## src/rtl/core/smps_pkg.sv

```systemverilog
// ----------------------------------------------------------------------------
// smps_pkg
// Shared types, widths and constants for the stepper move pulse spreader.
// ----------------------------------------------------------------------------
package smps_pkg;

    // Field widths
    localparam int unsigned APP_W   = 24;
    localparam int unsigned DUR_W   = 16;
    localparam int unsigned ANGLE_W = 24;
    localparam int unsigned POS_W   = 32;
    localparam int unsigned CNT_W   = 32;
    localparam int unsigned ERR_W   = 33;

    // Reset value of the angle-per-pulse register (Q8.16 degrees)
    localparam logic [APP_W-1:0] APP_RESET = 24'd7373;

    // Default timer tick rate
    localparam int unsigned TICKS_PER_SECOND_DEF = 10000;

    // Current angle product: signed position times unsigned step angle
    localparam int unsigned PROD_W = POS_W + APP_W + 1;
    // Signed distance, one bit wider than the product
    localparam int unsigned DIFF_W = PROD_W + 1;
    // Rounding numerator 2*|dist| + app, and divisor 2*app
    localparam int unsigned NUM_W  = DIFF_W;
    localparam int unsigned DEN_W  = APP_W + 1;
    // Two quotient bits per divider step
    localparam int unsigned DIV_STEPS = NUM_W / 2;
    localparam int unsigned DIV_CNT_W = $clog2(DIV_STEPS);

    // Input item
    typedef struct packed {
        logic                      kind;
        logic [DUR_W-1:0]          duration_seconds;
        logic signed [ANGLE_W-1:0] target_angle;
    } smps_in_t;

    // Result item
    typedef struct packed {
        logic                    step_pulse;
        logic                    direction;
        logic                    busy_res;
        logic                    move_done;
        logic                    rejected;
        logic signed [POS_W-1:0] position;
    } smps_out_t;

    // Controller states
    typedef enum logic [3:0] {
        ST_WAIT,
        ST_MUL,
        ST_DIFF,
        ST_NUM,
        ST_DIV,
        ST_SETUP,
        ST_TADD,
        ST_TSUB,
        ST_TCHK,
        ST_REPORT
    } smps_state_t;

    // Controller to datapath commands
    typedef struct packed {
        logic capture;
        logic mul;
        logic diff;
        logic num;
        logic div_step;
        logic setup;
        logic tadd;
        logic tsub;
        logic tchk;
        logic load_out;
    } smps_ctl_t;

    // Datapath to controller status
    typedef struct packed {
        logic moving;
        logic div_last;
        logic out_free;
    } smps_sts_t;

endpackage

```

## src/rtl/core/smps_ctrl.sv

```systemverilog
// ----------------------------------------------------------------------------
// smps_ctrl
// Sequencer: walks each item through move set-up or tick update, then
// hands the result to the output register.
// ----------------------------------------------------------------------------
module smps_ctrl
(
    input  logic                clk,
    input  logic                rst_n,
    input  logic                cmd_valid,
    input  logic                cmd_kind,
    output logic                cmd_ready,
    input  smps_pkg::smps_sts_t sts,
    output smps_pkg::smps_ctl_t ctl
);
    import smps_pkg::*;

    smps_state_t state_reg;
    smps_state_t state_next;

    // State register
    always_ff @(posedge clk or negedge rst_n)
    begin
        if (!rst_n)
        begin
            state_reg <= ST_WAIT;
        end
        else
        begin
            state_reg <= state_next;
        end
    end

    // Next state
    always_comb
    begin
        state_next = state_reg;
        case (state_reg)
            ST_WAIT:
            begin
                if (cmd_valid)
                begin
                    if (cmd_kind && !sts.moving)
                    begin
                        state_next = ST_MUL;
                    end
                    else if (!cmd_kind && sts.moving)
                    begin
                        state_next = ST_TADD;
                    end
                    else
                    begin
                        // idle tick or rejected move: report straight away
                        state_next = ST_REPORT;
                    end
                end
            end
            ST_MUL:    state_next = ST_DIFF;
            ST_DIFF:   state_next = ST_NUM;
            ST_NUM:    state_next = ST_DIV;
            ST_DIV:
            begin
                if (sts.div_last)
                begin
                    state_next = ST_SETUP;
                end
            end
            ST_SETUP:  state_next = ST_REPORT;
            ST_TADD:   state_next = ST_TSUB;
            ST_TSUB:   state_next = ST_TCHK;
            ST_TCHK:   state_next = ST_REPORT;
            ST_REPORT:
            begin
                if (sts.out_free)
                begin
                    state_next = ST_WAIT;
                end
            end
            default:   state_next = ST_WAIT;
        endcase
    end

    // Outputs
    always_comb
    begin
        ctl       = '0;
        cmd_ready = 1'b0;
        case (state_reg)
            ST_WAIT:
            begin
                cmd_ready   = 1'b1;
                ctl.capture = cmd_valid;
            end
            ST_MUL:    ctl.mul      = 1'b1;
            ST_DIFF:   ctl.diff     = 1'b1;
            ST_NUM:    ctl.num      = 1'b1;
            ST_DIV:    ctl.div_step = 1'b1;
            ST_SETUP:  ctl.setup    = 1'b1;
            ST_TADD:   ctl.tadd     = 1'b1;
            ST_TSUB:   ctl.tsub     = 1'b1;
            ST_TCHK:   ctl.tchk     = 1'b1;
            ST_REPORT: ctl.load_out = sts.out_free;
            default:   ctl          = '0;
        endcase
    end

endmodule

```

## config.mk

```make
export PLATFORM = sky130hd
export DESIGN_NAME = smps_ctrl
export DESIGN_NICKNAME = d
export VERILOG_FILES = /design/src/rtl/core/smps_pkg.sv /design/src/rtl/core/smps_ctrl.sv
export SDC_FILE = /design/constraint.sdc
export NUM_CORES = 1
export LEC_CHECK = 0
export CORE_AREA = 5 5 42 44
export DETAILED_ROUTE_END_ITERATION = 7
export DIE_AREA = 0 0 47 49
export DONT_BUFFER_PORTS = 1
export GPL_TIMING_DRIVEN = 0
export HOLD_SLACK_MARGIN = 0.15
export PLACE_DENSITY = 0.55
export SYNTH_ARGS = -nofsm -noshare
export SYNTH_HDL_FRONTEND = slang
export SYNTH_SLANG_ARGS = --single-unit
export TNS_END_PERCENT = 1
```

## constraint.sdc

```tcl
create_clock -name clk -period 3.6 [get_ports clk]
set_input_delay 0.36 -clock clk [delete_from_list [all_inputs] [get_ports clk]]
set_output_delay 0.36 -clock clk [all_outputs]
set_load 0.005 [all_outputs]
```

==> impl_results.md <==
- Status: completed
- Max-slew violation count: 0
- Vias: roughly 360
- I/O Buffers: 0
- # Post-CTS Setup Buffers: 0
- Endpoints failing setup: 0
- Syn. warnings: 0
- Tmin final: around 1.7 ns
- Post-synthesis sequential area ratio: between 20% and 30%
- WP data arrival: ~1.4 ns
- Synth Cell Area: roughly 400 um2
- Post-synth EDFFs: 0
- H-tree depth: 1
- Synth Flop Type: dfrtp_1
- Unrepaired setup endpoints after global routing: no
- Fraction of synthesized cell area in xor and xnor cells: 0%
- Cell family with most CP delay: simple AND/OR/NAND/NOR gates
- Setup TNS: 0 ns
- Syn nets: 56
- Maximum root-to-sink buffer count: 2
- Number of global-route vias before repair: 310
- Antenna-violating nets left: 0
- Pwr Density: a little under 900 mW/mm2
- Worst hold stages: 2
- First-pass GRT wire length: roughly 1400 um
- Largest family of logic cells by synthesized area: simple AND/OR/NAND/NOR gates
- Final hold vios: 0
- R2r endpoint: state_reg[1]
- #FFs+latches synth: 4
- Crit. End Element: output pin
- Hold wc startpoint: sts[0]
- Place WS: roughly 2.1 ns
- Adder-Cell Fraction of Synth Area: under 10%
- Share of post-route cells with drive strength above 1: a little under a quarter
- FMAX: around 570 MHz
- Worst-path maximum fanout: 10
- Slowest stage delay, CP: 0.43 ns
- Post-Syn Instances: 48
- DR iter-0 viols: 7
- DP HPWL: between 700 and 800 um
- Wire per inst: between 10 and 15 um
- Cell Rows: 14
- Initial core utilization: ~28%
- Area leader, netlist: dfrtp_1
- Count of cell types in the netlist: 27
- Slew margin rel.: roughly 70%
- Worst Path Required: 3.24 ns
- Leak pwr: 0.000186 uW
- Critical R2R Launch: state_reg[2]
- R2r setup slk: ~2.2 ns
- Synth cell count leaders: nor2_1, nor3_1, dfrtp_1, nand2b_1, buf_4
- Avg Inst Size Synth: roughly 8 um2
- Via-to-Cell Ratio: about 5.3
- Critical Path Source Type: register
- Die area: 0.00230 mm2
- # nets final: 62
- Worst Tran Pin Value: around 0.48 ns
- Crit path max-delay cell type: dfrtp_1
- Clock Latency Late Sink: about 0.23 ns
- Critical-path cell list: buf_4 -> nor4_2 -> and2_1
- Maximum number of pins on one net before global-route repair: 11
- Clock skew: 0.00176 ns
- P&R area growth vs syn: 13.3%
- Synth area leaders: dfrtp_1, nor2_1, nand2b_1
- Max-cap violations: 0
- CTS Sinks: 4
- Synth Area in Simple Gates: between 40% and 50%
- Post-synth top area share: about a quarter
- Crit share post-route: roughly 49%
- Final global-route overflow total: 0
- IO Count: 18
- Initial antenna violation count: 0
- GR Util All Layers: 8.35%
- R2R depth: 3
- Core area: roughly 0.0014 mm2
- GP Congestion: just over 0.7
- Hold WC Path Type: primary input to register
- Die H: 49 um
- Cell with the most instances after synthesis: nor2_1
- CTS tree: built
- Post-layout worst setup margin: 1.85 ns
- Hold endpoint: state_reg[3]
- Compound-cell area share of the yosys netlist: a little under a fifth
- Async S/R FF share, synth: between 90% and 100%
- TritonCTS buffer count: 3
- Worst IR drop on VDD: 0.269 mV
- Final WL: slightly below 900 um
- Post-synthesis mux area share: 0%
- DRC: 0
- N_diodes: 0
- Clock tree root driver cell: clkbuf_4
- Max FFs per register: 4
- First-pass detailed-route iteration total: 4
- Worst path bufs/invs: 1
- Worst-path clk slew: ~0.040 ns
- DIE WIDTH: roughly 47 um
- Critical path class: register to output pin
==> cells in the final DEF, fill, tap and decap left out, drive strengths merged <==
master / instances
o21ai: 2
o41a: 1
a211o: 1
nand3b: 1
and3b: 1
dfrtp: 4
ha: 1
and4b: 1
nor3: 5
nand2b: 4
dlygate4sd3: 1
nor3b: 1
nor4b: 1
a221oi: 1
or3: 1
nor4: 1
buf: 3
and2: 1
a21oi: 1
o21bai: 2
inv: 3
nor2: 7
a211oi: 1
nand2: 2
or2: 1
clkbuf: 4
==> per-stage QoR <==
stage	hold WS (ns)	total power, uW	instance area [um2]	instances	utilization [%]
finish	0.334	389	448	68	32.0
global placement	0.0646	338	415	64	29.6
floorplan	0.0644	294	395	48	-
global route	0.344	424	448	68	32.0
detailed placement	0.0646	336	415	64	29.6
CTS	0.328	395	448	68	32.0
==> layout make-up <==
type | instances | area (um2)
Tap cell | 16 | 20.0
Inverter | 3 | 13.8
Timing Repair Buffer | 1 | 10.0
Fill cell | 159 | 953
Sequential cell | 4 | 100
Clock buffer | 3 | 22.5
Buffer | 4 | 30.0
Multi-Input combinational cell | 37 | 251
==> logic make-up (layout without fill, tap and decap cells) <==
group           after synthesis  count (layout)
buf+inv                       7              11
simple gates                 27              27
compound gates                9               9
flops                         4               4
fa+ha+maj                     1               1
==> power by group <==
group	internal, uW	switching, uW
sequential	66.4	22.2
clock	37.3	18.2
combinational	111	134
total	214	174
==> per-layer routing <==
| metal | up-vias | part of all wire [%] | global-route usage [%] |
|---|---|---|---|
| met3 | 0 | 9.5 | 6.27 |
| met5 | - | 0 | 0 |
| met2 | 10 | 49 | 11.3 |
| met1 | 171 | 42 | 10.0 |
| li1 | 181 | - | - |
| met4 | 0 | 0 | 2.76 |
==> worst max-delay path by stage <==
stage                       from  cells after the start  slack, ns  endpoint
finish              state_reg[2]                      3       1.85    ctl[9]
global route        state_reg[2]                      3       1.78    ctl[9]
CTS                 state_reg[2]                      3       1.84    ctl[9]
detailed placement  state_reg[2]                      3       2.09    ctl[9]
global placement    state_reg[2]                      3       2.08    ctl[9]
floorplan           state_reg[2]                      3       2.17    ctl[9]
==> timing repair <==
action / CTS / global route
hold buffers: 1 / 0
hold endpoints to repair: 4 / 0
resized for setup: 0 / 0
setup endpoints to repair: 0 / 0
No activity file was read; power rests on OpenSTA's default activity.
